**src/constant_fraction_discriminator_assert.svh**
```systemverilog
// ---------------------------------------------------------------------------
// Assertion macros for the constant fraction discriminator
// Each module that checks itself includes this header and states its
// properties through the macros below. Sampled on clk, off during reset.
// ---------------------------------------------------------------------------
`ifndef CONSTANT_FRACTION_DISCRIMINATOR_ASSERT_SVH
`define CONSTANT_FRACTION_DISCRIMINATOR_ASSERT_SVH

// same-cycle implication
`define CFD_ASSERT_IMP(lbl, ante, cons, msg) \
  lbl: assert property (@(posedge clk) disable iff (!rst_n) (ante) |-> (cons)) \
    else $error(msg);

// next-cycle implication
`define CFD_ASSERT_NXT(lbl, ante, cons, msg) \
  lbl: assert property (@(posedge clk) disable iff (!rst_n) (ante) |=> (cons)) \
    else $error(msg);

`endif

```
**src/cfd_pkg.sv**
```systemverilog
// ---------------------------------------------------------------------------
// cfd_pkg
// Shared constants for the constant fraction discriminator: field widths,
// register codes, reset values and parameter defaults.
// ---------------------------------------------------------------------------
package cfd_pkg;

  // parameter defaults
  localparam int MAX_DELAY_DEF   = 8;
  localparam int MAX_SAMPLES_DEF = 64;
  localparam int SAMPLE_BITS_DEF = 13;

  // queue between front and back
  localparam int QUEUE_DEPTH = 2;

  // configuration port
  localparam int CFG_IDX_W  = 2;
  localparam int CFG_DATA_W = 8;
  localparam int DELAY_W    = 3;
  localparam int FRAC_W     = 8;

  localparam logic [CFG_IDX_W-1:0] REG_DELAY_SAMPLES = 2'd0;
  localparam logic [CFG_IDX_W-1:0] REG_FRACTION_Q8   = 2'd1;

  localparam logic [DELAY_W-1:0] DELAY_RESET = 3'd1;
  localparam logic [FRAC_W-1:0]  FRAC_RESET  = 8'd26;

  // crossing time: integer sample index plus FRAC_W fraction bits
  localparam int              TIME_W   = 14;
  localparam logic [TIME_W-1:0] TIME_MAX = 14'h3fff;

  localparam int PEAK_IDX_W = 6;

endpackage

```
**src/constant_fraction_discriminator.sv**
```systemverilog
// ---------------------------------------------------------------------------
// constant_fraction_discriminator
// Takes one ADC sample word per clock; the input side waits on the
// interpolation only when the two-entry job queue is full. For each
// waveform it forms 256*s[k-delay] - fraction*s[k],
// finds the first strict negative-to-positive crossing from index delay on,
// tracks the first largest sample, and on the word flagged last issues one
// result word. Crossing time is in 1/256 sample, fraction truncated,
// saturating at 16383; a combined value of exactly zero never forms a
// crossing. Samples past MAX_SAMPLES are ignored but a last flag still ends
// the waveform. Samples stream at one per clock while in_stall is low.
// Each waveform then holds the back end for a load, 8 restoring division
// steps if it has a crossing, and the result, which waits on out_stall,
// so short waveforms fill the queue and raise in_stall. Configuration
// takes effect at once and must be written only while the block is idle.
// ---------------------------------------------------------------------------
module constant_fraction_discriminator #(
  parameter int MAX_DELAY   = cfd_pkg::MAX_DELAY_DEF,
  parameter int MAX_SAMPLES = cfd_pkg::MAX_SAMPLES_DEF,
  parameter int SAMPLE_BITS = cfd_pkg::SAMPLE_BITS_DEF
) (
  input  logic                              clk,
  input  logic                              rst_n,
  // configuration
  input  logic                              cfg_we,
  input  logic [cfd_pkg::CFG_IDX_W-1:0]     cfg_index,
  input  logic [cfd_pkg::CFG_DATA_W-1:0]    cfg_wdata,
  // sample stream
  input  logic                              in_valid,
  output logic                              in_stall,
  input  logic signed [SAMPLE_BITS-1:0]     in_sample,
  input  logic                              in_last_sample,
  // results
  output logic                              out_valid,
  input  logic                              out_stall,
  output logic                              out_crossing_found,
  output logic [cfd_pkg::TIME_W-1:0]        out_cross_time,
  output logic                              out_peak_valid,
  output logic signed [SAMPLE_BITS-1:0]     out_peak_amplitude,
  output logic [cfd_pkg::PEAK_IDX_W-1:0]    out_peak_index
);

  // combined signal width: sample plus 8 fraction bits plus one growth bit
  localparam int CW    = SAMPLE_BITS + cfd_pkg::FRAC_W + 1;
  localparam int PIDXW = $clog2(MAX_SAMPLES);
  // job word: found, prev, cur, crossing index, peak amplitude, peak index
  localparam int JOB_W = 1 + CW + CW + PIDXW + SAMPLE_BITS + PIDXW;

  logic                          q_full;
  logic                          q_empty;
  logic                          q_pop;
  logic                          f_push;
  logic                          f_found;
  logic signed [CW-1:0]          f_xprev;
  logic signed [CW-1:0]          f_xcur;
  logic [PIDXW-1:0]              f_xk;
  logic signed [SAMPLE_BITS-1:0] f_amp;
  logic [PIDXW-1:0]              f_pos;
  logic [JOB_W-1:0]              q_wdata;
  logic [JOB_W-1:0]              q_rdata;
  logic                          b_found;
  logic signed [CW-1:0]          b_xprev;
  logic signed [CW-1:0]          b_xcur;
  logic [PIDXW-1:0]              b_xk;
  logic signed [SAMPLE_BITS-1:0] b_amp;
  logic [PIDXW-1:0]              b_pos;

  // front stalls only when the job queue is full
  assign in_stall = q_full;

  cfd_front #(
    .MAX_DELAY   (MAX_DELAY),
    .MAX_SAMPLES (MAX_SAMPLES),
    .SAMPLE_BITS (SAMPLE_BITS)
  ) u_front (
    .clk            (clk),
    .rst_n          (rst_n),
    .cfg_we         (cfg_we),
    .cfg_index      (cfg_index),
    .cfg_wdata      (cfg_wdata),
    .in_valid       (in_valid),
    .in_sample      (in_sample),
    .in_last_sample (in_last_sample),
    .q_full         (q_full),
    .job_push       (f_push),
    .job_found      (f_found),
    .job_xprev      (f_xprev),
    .job_xcur       (f_xcur),
    .job_xk         (f_xk),
    .job_amp        (f_amp),
    .job_pos        (f_pos)
  );

  assign q_wdata = {f_found, f_xprev, f_xcur, f_xk, f_amp, f_pos};

  cfd_queue #(
    .WIDTH (JOB_W),
    .DEPTH (cfd_pkg::QUEUE_DEPTH)
  ) u_queue (
    .clk   (clk),
    .rst_n (rst_n),
    .push  (f_push),
    .wdata (q_wdata),
    .pop   (q_pop),
    .rdata (q_rdata),
    .full  (q_full),
    .empty (q_empty)
  );

  assign {b_found, b_xprev, b_xcur, b_xk, b_amp, b_pos} = q_rdata;

  cfd_back #(
    .MAX_SAMPLES (MAX_SAMPLES),
    .SAMPLE_BITS (SAMPLE_BITS)
  ) u_back (
    .clk                (clk),
    .rst_n              (rst_n),
    .q_empty            (q_empty),
    .q_pop              (q_pop),
    .job_found          (b_found),
    .job_xprev          (b_xprev),
    .job_xcur           (b_xcur),
    .job_xk             (b_xk),
    .job_amp            (b_amp),
    .job_pos            (b_pos),
    .out_valid          (out_valid),
    .out_stall          (out_stall),
    .out_crossing_found (out_crossing_found),
    .out_cross_time     (out_cross_time),
    .out_peak_valid     (out_peak_valid),
    .out_peak_amplitude (out_peak_amplitude),
    .out_peak_index     (out_peak_index)
  );

endmodule

```
**src/cfd_front.sv**
```systemverilog
// ---------------------------------------------------------------------------
// cfd_front
// Stream side: configuration registers, delay line, combined signal, first
// crossing capture and peak tracking. Hands one job per waveform to the queue.
// ---------------------------------------------------------------------------
module cfd_front #(
  parameter int MAX_DELAY   = cfd_pkg::MAX_DELAY_DEF,
  parameter int MAX_SAMPLES = cfd_pkg::MAX_SAMPLES_DEF,
  parameter int SAMPLE_BITS = cfd_pkg::SAMPLE_BITS_DEF,
  localparam int CW         = SAMPLE_BITS + cfd_pkg::FRAC_W + 1,
  localparam int PIDXW      = $clog2(MAX_SAMPLES)
) (
  input  logic                            clk,
  input  logic                            rst_n,
  input  logic                            cfg_we,
  input  logic [cfd_pkg::CFG_IDX_W-1:0]   cfg_index,
  input  logic [cfd_pkg::CFG_DATA_W-1:0]  cfg_wdata,
  input  logic                            in_valid,
  input  logic signed [SAMPLE_BITS-1:0]   in_sample,
  input  logic                            in_last_sample,
  input  logic                            q_full,
  output logic                            job_push,
  output logic                            job_found,
  output logic signed [CW-1:0]            job_xprev,
  output logic signed [CW-1:0]            job_xcur,
  output logic [PIDXW-1:0]                job_xk,
  output logic signed [SAMPLE_BITS-1:0]   job_amp,
  output logic [PIDXW-1:0]                job_pos
);

  localparam int IDXW     = $clog2(MAX_SAMPLES + 1);
  localparam int DL_DEPTH = MAX_DELAY - 1;
  localparam int DLW      = (DL_DEPTH > 1) ? $clog2(DL_DEPTH) : 1;
  localparam int DW       = cfd_pkg::DELAY_W;

  logic [DW-1:0]                  cfg_delay_r;
  logic [cfd_pkg::FRAC_W-1:0]     cfg_frac_r;

  logic signed [SAMPLE_BITS-1:0]  dline_r   [DL_DEPTH];
  logic signed [SAMPLE_BITS-1:0]  dline_nxt [DL_DEPTH];
  logic signed [CW-1:0]           prev_r, prev_nxt, prev_upd;
  logic [IDXW-1:0]                idx_r, idx_nxt, idx_upd;
  logic                           found_r, found_nxt, found_upd;
  logic signed [CW-1:0]           xprev_r, xprev_nxt, xprev_upd;
  logic signed [CW-1:0]           xcur_r, xcur_nxt, xcur_upd;
  logic [PIDXW-1:0]               xk_r, xk_nxt, xk_upd;
  logic signed [SAMPLE_BITS-1:0]  max_amp_r, max_amp_nxt, max_amp_upd;
  logic [PIDXW-1:0]               max_pos_r, max_pos_nxt, max_pos_upd;

  logic [DW-1:0]                  d_eff;
  logic [DLW-1:0]                 tap;
  logic signed [SAMPLE_BITS-1:0]  delayed;
  logic signed [CW-1:0]           dly_sh;
  logic signed [CW-1:0]           prod;
  logic signed [CW-1:0]           comb;
  logic                           accept;
  logic                           active;
  logic                           hit;
  logic                           peak_up;

  // config registers
  always_ff @(posedge clk) begin
    if (!rst_n) begin
      cfg_delay_r <= cfd_pkg::DELAY_RESET;
      cfg_frac_r  <= cfd_pkg::FRAC_RESET;
    end else if (cfg_we) begin
      unique case (cfg_index)
        cfd_pkg::REG_DELAY_SAMPLES: cfg_delay_r <= cfg_wdata[DW-1:0];
        cfd_pkg::REG_FRACTION_Q8:   cfg_frac_r  <= cfg_wdata[cfd_pkg::FRAC_W-1:0];
        default: ;
      endcase
    end
  end

  // zero delay acts as one; clamp to the delay line length
  always_comb begin
    d_eff = (cfg_delay_r == '0) ? DW'(1) : cfg_delay_r;
    if (int'(d_eff) > DL_DEPTH) d_eff = DW'(DL_DEPTH);
  end

  assign tap     = DLW'(d_eff - DW'(1));
  assign delayed = dline_r[tap];
  assign dly_sh  = {delayed[SAMPLE_BITS-1], delayed, {cfd_pkg::FRAC_W{1'b0}}};
  assign prod    = in_sample * $signed({1'b0, cfg_frac_r});
  assign comb    = dly_sh - prod;

  assign accept  = in_valid && !q_full;
  assign active  = idx_r < IDXW'(MAX_SAMPLES);
  // strict sign change; exact zero never counts
  assign hit     = active && !found_r && (idx_r >= IDXW'(d_eff)) &&
                   !comb[CW-1] && (comb != '0) && prev_r[CW-1];
  assign peak_up = active && (in_sample > max_amp_r);

  // state after this sample
  always_comb begin
    found_upd   = found_r;
    xprev_upd   = xprev_r;
    xcur_upd    = xcur_r;
    xk_upd      = xk_r;
    max_amp_upd = max_amp_r;
    max_pos_upd = max_pos_r;
    prev_upd    = prev_r;
    idx_upd     = idx_r;
    if (hit) begin
      found_upd = 1'b1;
      xprev_upd = prev_r;
      xcur_upd  = comb;
      xk_upd    = idx_r[PIDXW-1:0];
    end
    if (peak_up) begin
      max_amp_upd = in_sample;
      max_pos_upd = idx_r[PIDXW-1:0];
    end
    if (active) begin
      prev_upd = comb;
      idx_upd  = idx_r + IDXW'(1);
    end
  end

  always_comb begin
    found_nxt   = found_r;
    xprev_nxt   = xprev_r;
    xcur_nxt    = xcur_r;
    xk_nxt      = xk_r;
    max_amp_nxt = max_amp_r;
    max_pos_nxt = max_pos_r;
    prev_nxt    = prev_r;
    idx_nxt     = idx_r;
    dline_nxt   = dline_r;
    if (accept) begin
      xprev_nxt = xprev_upd;
      xcur_nxt  = xcur_upd;
      xk_nxt    = xk_upd;
      if (in_last_sample) begin
        // waveform done: back to the per-waveform reset state
        found_nxt   = 1'b0;
        max_amp_nxt = '1;
        max_pos_nxt = '0;
        prev_nxt    = '0;
        idx_nxt     = '0;
        for (int i = 0; i < DL_DEPTH; i++) dline_nxt[i] = '0;
      end else begin
        found_nxt   = found_upd;
        max_amp_nxt = max_amp_upd;
        max_pos_nxt = max_pos_upd;
        prev_nxt    = prev_upd;
        idx_nxt     = idx_upd;
        if (active) begin
          for (int i = DL_DEPTH - 1; i > 0; i--) dline_nxt[i] = dline_r[i-1];
          dline_nxt[0] = in_sample;
        end
      end
    end
  end

  always_ff @(posedge clk) begin
    if (!rst_n) begin
      found_r   <= 1'b0;
      max_amp_r <= '1;
      max_pos_r <= '0;
      prev_r    <= '0;
      idx_r     <= '0;
      for (int i = 0; i < DL_DEPTH; i++) dline_r[i] <= '0;
    end else begin
      found_r   <= found_nxt;
      max_amp_r <= max_amp_nxt;
      max_pos_r <= max_pos_nxt;
      prev_r    <= prev_nxt;
      idx_r     <= idx_nxt;
      dline_r   <= dline_nxt;
    end
  end

  always_ff @(posedge clk) begin
    xprev_r <= xprev_nxt;
    xcur_r  <= xcur_nxt;
    xk_r    <= xk_nxt;
  end

  assign job_push  = accept && in_last_sample;
  assign job_found = found_upd;
  assign job_xprev = xprev_upd;
  assign job_xcur  = xcur_upd;
  assign job_xk    = xk_upd;
  assign job_amp   = max_amp_upd;
  assign job_pos   = max_pos_upd;

endmodule

```
**src/cfd_queue.sv**
```systemverilog
// ---------------------------------------------------------------------------
// cfd_queue
// Small flop FIFO carrying one job word per waveform from front to back.
// ---------------------------------------------------------------------------
`include "constant_fraction_discriminator_assert.svh"

module cfd_queue #(
  parameter int WIDTH = 8,
  parameter int DEPTH = cfd_pkg::QUEUE_DEPTH
) (
  input  logic             clk,
  input  logic             rst_n,
  input  logic             push,
  input  logic [WIDTH-1:0] wdata,
  input  logic             pop,
  output logic [WIDTH-1:0] rdata,
  output logic             full,
  output logic             empty
);

  localparam int PW = (DEPTH > 1) ? $clog2(DEPTH) : 1;
  localparam int CNTW = $clog2(DEPTH + 1);

  logic [WIDTH-1:0] mem_r [DEPTH];
  logic [PW-1:0]    wr_ptr_r, wr_ptr_nxt;
  logic [PW-1:0]    rd_ptr_r, rd_ptr_nxt;
  logic [CNTW-1:0]  count_r, count_nxt;

  assign full  = count_r == CNTW'(DEPTH);
  assign empty = count_r == '0;
  assign rdata = mem_r[rd_ptr_r];

  always_comb begin
    wr_ptr_nxt = wr_ptr_r;
    rd_ptr_nxt = rd_ptr_r;
    count_nxt  = count_r;
    if (push) wr_ptr_nxt = (wr_ptr_r == PW'(DEPTH - 1)) ? '0 : wr_ptr_r + PW'(1);
    if (pop)  rd_ptr_nxt = (rd_ptr_r == PW'(DEPTH - 1)) ? '0 : rd_ptr_r + PW'(1);
    if (push && !pop) count_nxt = count_r + CNTW'(1);
    if (pop && !push) count_nxt = count_r - CNTW'(1);
  end

  always_ff @(posedge clk) begin
    if (!rst_n) begin
      wr_ptr_r <= '0;
      rd_ptr_r <= '0;
      count_r  <= '0;
    end else begin
      wr_ptr_r <= wr_ptr_nxt;
      rd_ptr_r <= rd_ptr_nxt;
      count_r  <= count_nxt;
    end
  end

  always_ff @(posedge clk) begin
    if (push) mem_r[wr_ptr_r] <= wdata;
  end

  `CFD_ASSERT_IMP(a_q_no_overflow, push, !full, "queue push while full")
  `CFD_ASSERT_IMP(a_q_no_underflow, pop, !empty, "queue pop while empty")
  `CFD_ASSERT_NXT(a_q_count_up, push && !pop, count_r == $past(count_r) + CNTW'(1), "queue count did not rise")

endmodule

```
**src/cfd_back.sv**
```systemverilog
// ---------------------------------------------------------------------------
// cfd_back
// Job side: interpolation by restoring division (one quotient bit a cycle),
// time saturation, and the output register.
// ---------------------------------------------------------------------------
`include "constant_fraction_discriminator_assert.svh"

module cfd_back #(
  parameter int MAX_SAMPLES = cfd_pkg::MAX_SAMPLES_DEF,
  parameter int SAMPLE_BITS = cfd_pkg::SAMPLE_BITS_DEF,
  localparam int CW         = SAMPLE_BITS + cfd_pkg::FRAC_W + 1,
  localparam int PIDXW      = $clog2(MAX_SAMPLES)
) (
  input  logic                                clk,
  input  logic                                rst_n,
  input  logic                                q_empty,
  output logic                                q_pop,
  input  logic                                job_found,
  input  logic signed [CW-1:0]                job_xprev,
  input  logic signed [CW-1:0]                job_xcur,
  input  logic [PIDXW-1:0]                    job_xk,
  input  logic signed [SAMPLE_BITS-1:0]       job_amp,
  input  logic [PIDXW-1:0]                    job_pos,
  output logic                                out_valid,
  input  logic                                out_stall,
  output logic                                out_crossing_found,
  output logic [cfd_pkg::TIME_W-1:0]          out_cross_time,
  output logic                                out_peak_valid,
  output logic signed [SAMPLE_BITS-1:0]       out_peak_amplitude,
  output logic [cfd_pkg::PEAK_IDX_W-1:0]      out_peak_index
);

  localparam int QW   = cfd_pkg::FRAC_W;
  localparam int CNTW = $clog2(QW);
  localparam int TW   = (PIDXW + QW > cfd_pkg::TIME_W) ? PIDXW + QW : cfd_pkg::TIME_W;

  localparam logic [1:0] ST_IDLE = 2'd0;
  localparam logic [1:0] ST_DIV  = 2'd1;
  localparam logic [1:0] ST_DONE = 2'd2;

  logic [1:0]                    state_r, state_nxt;
  logic [CNTW-1:0]               cnt_r, cnt_nxt;
  logic [CW-1:0]                 rem_r, rem_nxt;
  logic [CW-1:0]                 den_r, den_nxt;
  logic [QW-1:0]                 quo_r, quo_nxt;
  logic                          found_r, found_nxt;
  logic [PIDXW-1:0]              k_r, k_nxt;
  logic signed [SAMPLE_BITS-1:0] amp_r, amp_nxt;
  logic [PIDXW-1:0]              pos_r, pos_nxt;

  logic                          out_valid_r, out_valid_nxt;
  logic                          out_found_r;
  logic [cfd_pkg::TIME_W-1:0]    out_time_r;
  logic                          out_pv_r;
  logic signed [SAMPLE_BITS-1:0] out_amp_r;
  logic [cfd_pkg::PEAK_IDX_W-1:0] out_idx_r;

  logic [CW:0]                   shifted;
  logic                          ge;
  logic [PIDXW-1:0]              k_m1;
  logic [TW-1:0]                 t_wide;
  logic [cfd_pkg::TIME_W-1:0]    t_sat;
  logic                          out_load;
  logic                          pv;

  assign shifted = {rem_r, 1'b0};
  assign ge      = shifted >= {1'b0, den_r};

  // time = (k - 1) * 256 + quotient, saturated
  assign k_m1   = k_r - PIDXW'(1);
  assign t_wide = TW'({k_m1, quo_r});
  assign t_sat  = (t_wide > TW'(cfd_pkg::TIME_MAX)) ? cfd_pkg::TIME_MAX
                                                    : cfd_pkg::TIME_W'(t_wide);

  assign pv       = !amp_r[SAMPLE_BITS-1];
  assign q_pop    = (state_r == ST_IDLE) && !q_empty;
  assign out_load = (state_r == ST_DONE) && (!out_valid_r || !out_stall);

  always_comb begin
    state_nxt = state_r;
    cnt_nxt   = cnt_r;
    rem_nxt   = rem_r;
    den_nxt   = den_r;
    quo_nxt   = quo_r;
    found_nxt = found_r;
    k_nxt     = k_r;
    amp_nxt   = amp_r;
    pos_nxt   = pos_r;
    unique case (state_r)
      ST_IDLE: begin
        if (!q_empty) begin
          found_nxt = job_found;
          k_nxt     = job_xk;
          amp_nxt   = job_amp;
          pos_nxt   = job_pos;
          // prev < 0 < cur: magnitude of prev is below the span
          rem_nxt   = -job_xprev;
          den_nxt   = job_xcur - job_xprev;
          quo_nxt   = '0;
          cnt_nxt   = '0;
          state_nxt = job_found ? ST_DIV : ST_DONE;
        end
      end
      ST_DIV: begin
        rem_nxt = ge ? CW'(shifted - {1'b0, den_r}) : shifted[CW-1:0];
        quo_nxt = {quo_r[QW-2:0], ge};
        cnt_nxt = cnt_r + CNTW'(1);
        if (cnt_r == CNTW'(QW - 1)) state_nxt = ST_DONE;
      end
      ST_DONE: begin
        if (out_load) state_nxt = ST_IDLE;
      end
      default: state_nxt = ST_IDLE;
    endcase
  end

  always_comb begin
    out_valid_nxt = out_valid_r;
    if (out_valid_r && !out_stall) out_valid_nxt = 1'b0;
    if (out_load) out_valid_nxt = 1'b1;
  end

  always_ff @(posedge clk) begin
    if (!rst_n) begin
      state_r     <= ST_IDLE;
      out_valid_r <= 1'b0;
    end else begin
      state_r     <= state_nxt;
      out_valid_r <= out_valid_nxt;
    end
  end

  always_ff @(posedge clk) begin
    cnt_r   <= cnt_nxt;
    rem_r   <= rem_nxt;
    den_r   <= den_nxt;
    quo_r   <= quo_nxt;
    found_r <= found_nxt;
    k_r     <= k_nxt;
    amp_r   <= amp_nxt;
    pos_r   <= pos_nxt;
    if (out_load) begin
      out_found_r <= found_r;
      out_time_r  <= found_r ? t_sat : '0;
      out_pv_r    <= pv;
      out_amp_r   <= amp_r;
      out_idx_r   <= pv ? cfd_pkg::PEAK_IDX_W'(pos_r) : '0;
    end
  end

  assign out_valid          = out_valid_r;
  assign out_crossing_found = out_found_r;
  assign out_cross_time     = out_time_r;
  assign out_peak_valid     = out_pv_r;
  assign out_peak_amplitude = out_amp_r;
  assign out_peak_index     = out_idx_r;

  `CFD_ASSERT_IMP(a_div_rem_below_den, state_r == ST_DIV, rem_r < den_r, "remainder >= divisor")
  `CFD_ASSERT_IMP(a_no_time_wo_cross, out_valid_r && !out_found_r, out_time_r == '0, "stray time")

endmodule

```
**config.mk**
```make
export PLATFORM = sky130hd
export DESIGN_NAME = constant_fraction_discriminator
export DESIGN_NICKNAME = d
export VERILOG_FILES = /design/src/cfd_pkg.sv /design/src/constant_fraction_discriminator.sv /design/src/cfd_front.sv /design/src/cfd_queue.sv /design/src/cfd_back.sv
export VERILOG_INCLUDE_DIRS = /design/src /design/src/src
export SDC_FILE = /design/constraint.sdc
export NUM_CORES = 1
export LEC_CHECK = 0
export ABC_AREA = 1
export BUFFER_PORTS_ARGS = -buffer_cell sky130_fd_sc_hd__buf_2
export CAP_MARGIN = 20
export CELL_PAD_IN_SITES_DETAIL_PLACEMENT = 0
export CELL_PAD_IN_SITES_GLOBAL_PLACEMENT = 1
export CORE_MARGIN = 4
export CORE_UTILIZATION = 35
export CTS_BUF_LIST = sky130_fd_sc_hd__clkbuf_4 sky130_fd_sc_hd__clkbuf_8 sky130_fd_sc_hd__clkbuf_16
export DETAILED_ROUTE_END_ITERATION = 10
export PLACE_DENSITY = 0.57
export SLEW_MARGIN = 40
export SYNTH_ARGS = -nofsm -noshare
export SYNTH_HDL_FRONTEND = slang
export SYNTH_SLANG_ARGS = --single-unit
```
**constraint.sdc**
```tcl
create_clock -name clk -period 10.3 [get_ports clk]
set_clock_uncertainty 0.2 [all_clocks]
set_input_delay 2.06 -clock clk [delete_from_list [all_inputs] [get_ports clk]]
set_output_delay 2.06 -clock clk [all_outputs]
set_load 0.05 [all_outputs]
```
==> results.md <==
* Maximum vdd drop at 0.205 mV
* GR Util All Layers at 16.8%
* # nets final at 3325
* Data required, critical path at 10.45 ns
* Number of port buffers at 65
* CTS sink count at 465
* HPWL Detailed at 47900 um
* Clk network pwr share at 19.7%
* Final Util at 39.8%
* Max Transition Viols Final at 0
* Worst-path clk slew at 0.06 ns
* Largest family of logic cells by synthesized area: simple AND/OR/NAND/NOR gates
* FP Rows at 100
* Cts bufs inserted at 53
* Distinct cell type count after synthesis at 47
* Met3 Track Usage GR at 2.07%
* DRT Pass-1 Iters at 5
* Final Wtd Congestion at 0.825
* Vias at 19677
* Post-synthesis xor/xnor area fraction at 1.52%
* Hold Path Cell Cnt at 0
* CP Class: primary input to flop
* Min-Delay Path Class: flop to flop
* H-tree Lvls at 2
* First-pass GRT wire length at 110000 um
* Mapped Cells at 3047
* Worst skew pair latency at 0.62 ns
* Slew at the pin closest to its max-slew limit at 0.868 ns
* Vias in the first global route at 19558
* Async set-reset flop share out of synthesis at 0%
* Cts hold-fix bufs at 0
* Average size of a mapped cell at 8.73 um2
* Combinational power share at 52.0%
* Ys flop type: edfxtp_1
* Hold_ws at 0.217 ns
* Synthesis warning total at 0
* Leak pwr at 13.0 nW
* Power per Cell Area at 327 nW/um2
* Initial drt markers at 1048
* Critical path startpoint category: primary input
* Worst slack, placed at 1.70 ns
* Clock buffer depth at 3
* Met2 usage at 27.9%
* Max Cap Viol at 0
* Simple-gate share of the synthesized area at 17.4%
* Status: complete, no violations
* Flop pwr share at 28.2%
* Total power at 0.00973 W
* Adder-Cell Fraction of Synth Area at 13.4%
* Largest net degree at the start of global routing at 90
* Routed vias/inst at 4.82
* Setup bufs post-CTS at 0
* Post-Synthesis Cell Area at 26600 um2
* Die height at 284 um
* N_diodes at 0
* Switching Fraction at 45.0%
* GR peak layer: met2
* IO Count at 66
* Starting Density at 35.5%
* Most numerous cell in the Yosys netlist: nand2_1
* Sw power at 0.00438 W
* DIE AREA at 80400 um2
* Top cells by count, synth: nand2_1 (783), inv_1 (515), edfxtp_1 (306)
* Largest area contributor in the netlist: edfxtp_1
* DR WL/cell at 16.7 um
* R2r worst-path depth at 26
* Internal power at 0.00535 W
* Setup TNS at 0 ns
* Core Area at 74800 um2
* Worst Hold Launch: u_back.amp_r[4]$_DFFE_PP_
* Met1 Use GR at 23.7%
* Sequential area share after synthesis at 46.5%
* Setup crit start: in_sample[12]
* CTS tree: yes
* Layout cells sized above 1 at 8.73%
* Reg-to-reg startpoint: u_front.cfg_frac_r[1]$_SDFFE_PN1P_
* Fin crit period at 7.94 ns
* Yosys reg bits at 465
* Resized Gates After CTS at 0
* Initial antenna violation count at 0
* Max Freq at 0.126 GHz
* Endpoint type of the worst setup path: flop
* Gr ovfl total at 0
* Syn_nets at 3299
* Mux cell area share after synthesis at 2.01%
* Max FO, Critical Path at 33
* Critical path data arrival time at 8.09 ns
* RSZ-0062 raised after global routing: false
* Final Hold Violating Endpoints at 0
* Setup violations, final at 0
* Die W at 284 um
* Compound-Gate Fraction of Synth Area at 9.80%
* DRC violations left at 0
* Synth top area cells: edfxtp_1 (35%), dfxtp_1 (12%), nand2_1 (11%)
* Post-route ant nets at 0
* Area share of the largest cell type after synthesis at 34.6%
* Layout area overhead at 11.9%
* CTS Root Buffer Type: clkbuf_16
* Max transition margin at 41.5%
* Period utilisation layout at 77.1%
* Post-synth EDFFs at 306
* Final WL at 68000 um
* Filler cell count at 7616
* Setup ws final at 2.36 ns
==> worst paths after layout <==
kind,to,slack [ns]
max reg2reg,u_queue.mem_r[1][24]$_DFFE_PP_,3.30
min,u_back.out_peak_amplitude[4]$_DFFE_PP_,0.22
min reg2reg,u_back.out_peak_amplitude[4]$_DFFE_PP_,0.22
max,u_queue.mem_r[1][24]$_DFFE_PP_,2.36
==> through the flow <==
| stage | area [um2] | std cells |
|---|---|---|
| floorplan | 26600 | 3047 |
| global placement | 27800 | 3983 |
| detailed placement | 27900 | 3987 |
| CTS | 29700 | 4086 |
| global route | 29700 | 4086 |
| finish | 29700 | 4086 |
==> power by group through the flow <==
stage	Sequential (W)	Clock, W	Combinational [W]
6_report	0.00275	0.00192	0.00507
2_1_floorplan	0.00287	0	0.00365
3_5_place_dp	0.00279	0	0.00513
4_1_cts	0.00275	0.00199	0.00516
5_1_grt	0.00279	0.00206	0.00587
3_3_place_gp	0.00279	0	0.00507
==> critical path, cell delays in order <==
cell	delay, ns
buf_2	0.28
nand2_1	0.15
inv_1	0.17
fa_1	0.43
inv_1	0.30
fa_1	0.48
fa_1	0.48
fa_1	0.55
inv_1	0.06
fa_1	0.53
inv_1	0.04
ha_1	0.36
nand2_1	0.12
inv_1	0.05
nand2_1	0.13
inv_1	0.05
a21oi_1	0.18
nand2_1	0.07
nand2_1	0.05
nand2_1	0.14
inv_1	0.09
nand4_1	0.08
nor2_1	0.11
nand3_1	0.43
buf_4	0.46
nand3_1	0.12
nand2_1	0.09
==> cells by family after synthesis <==
kind of cell               Yosys count
and+or+nand+nor                   1133
buffers and inverters              643
AOI/OAI and AO/OA                  489
adders and majority gates          223
DFF                                465
xor gates and xnor gates            46
muxes                               48
==> registers in the layout, summed over array words and instances, names as in the netlist, 2 cells and up, named ones only <==
signal / cells
u_back.den_r: 22
u_back.out_peak_amplitude: 13
u_back.state_r: 2
u_front.xcur_r: 22
u_queue.mem_r: 140
u_front.max_pos_r: 6
u_front.xprev_r: 22
u_front.cfg_delay_r: 3
u_front.cfg_frac_r: 8
u_back.cnt_r: 3
u_back.rem_r: 22
u_queue.count_r: 2
u_front.idx_r: 7
u_front.max_amp_r: 13
u_back.pos_r: 6
u_back.amp_r: 13
u_front.prev_r: 22
u_front.dline_r: 91
u_front.xk_r: 6
u_back.out_cross_time: 14
u_back.out_peak_index: 6
u_back.k_r: 6
u_back.quo_r: 8
==> layout make-up <==
class | instances | area (um2) | share of cell area [%]
sequential | 465 | 12400 | 41.6
multi-input combinational | 1939 | 11800 | 39.7
inverter | 524 | 1970 | 6.63
clock buffer | 80 | 1570 | 5.29
tap | 969 | 1210 | 4.08
timing repair buffer | 90 | 567 | 1.91
clock inverter | 19 | 233 | 0.782
==> placed cells by master, fill, tap and decap left out, types with 5 or more instances in the layout <==
| cell | instances |
|---|---|
| inv_1 | 512 |
| xor2_1 | 24 |
| o211ai_1 | 16 |
| nor3_1 | 20 |
| a21o_1 | 12 |
| a21oi_1 | 241 |
| o21ai_0 | 168 |
| nand2_1 | 783 |
| o21ai_2 | 7 |
| buf_2 | 65 |
| fa_1 | 102 |
| clkinv_2 | 5 |
| o21ai_1 | 14 |
| nor2_1 | 133 |
| nor2_4 | 6 |
| xnor2_1 | 22 |
| mux2_2 | 44 |
| inv_2 | 10 |
| buf_4 | 18 |
| clkbuf_4 | 20 |
| clkinv_1 | 7 |
| ha_1 | 121 |
| clkbuf_16 | 53 |
| edfxtp_1 | 306 |
| clkbuf_8 | 7 |
| dfxtp_1 | 158 |
| o21a_1 | 9 |
| nand4_1 | 20 |
| nand3_1 | 142 |
| nand3b_1 | 5 |
==> metal layers <==
metal / vias up / share of wire, %
met1: 9432 / 49
li1: 9898 / -
met2: 268 / 46
met5: - / 0
met4: 0 / 1.8
met3: 79 / 3.3
No activity file was read; power rests on OpenSTA's default activity.
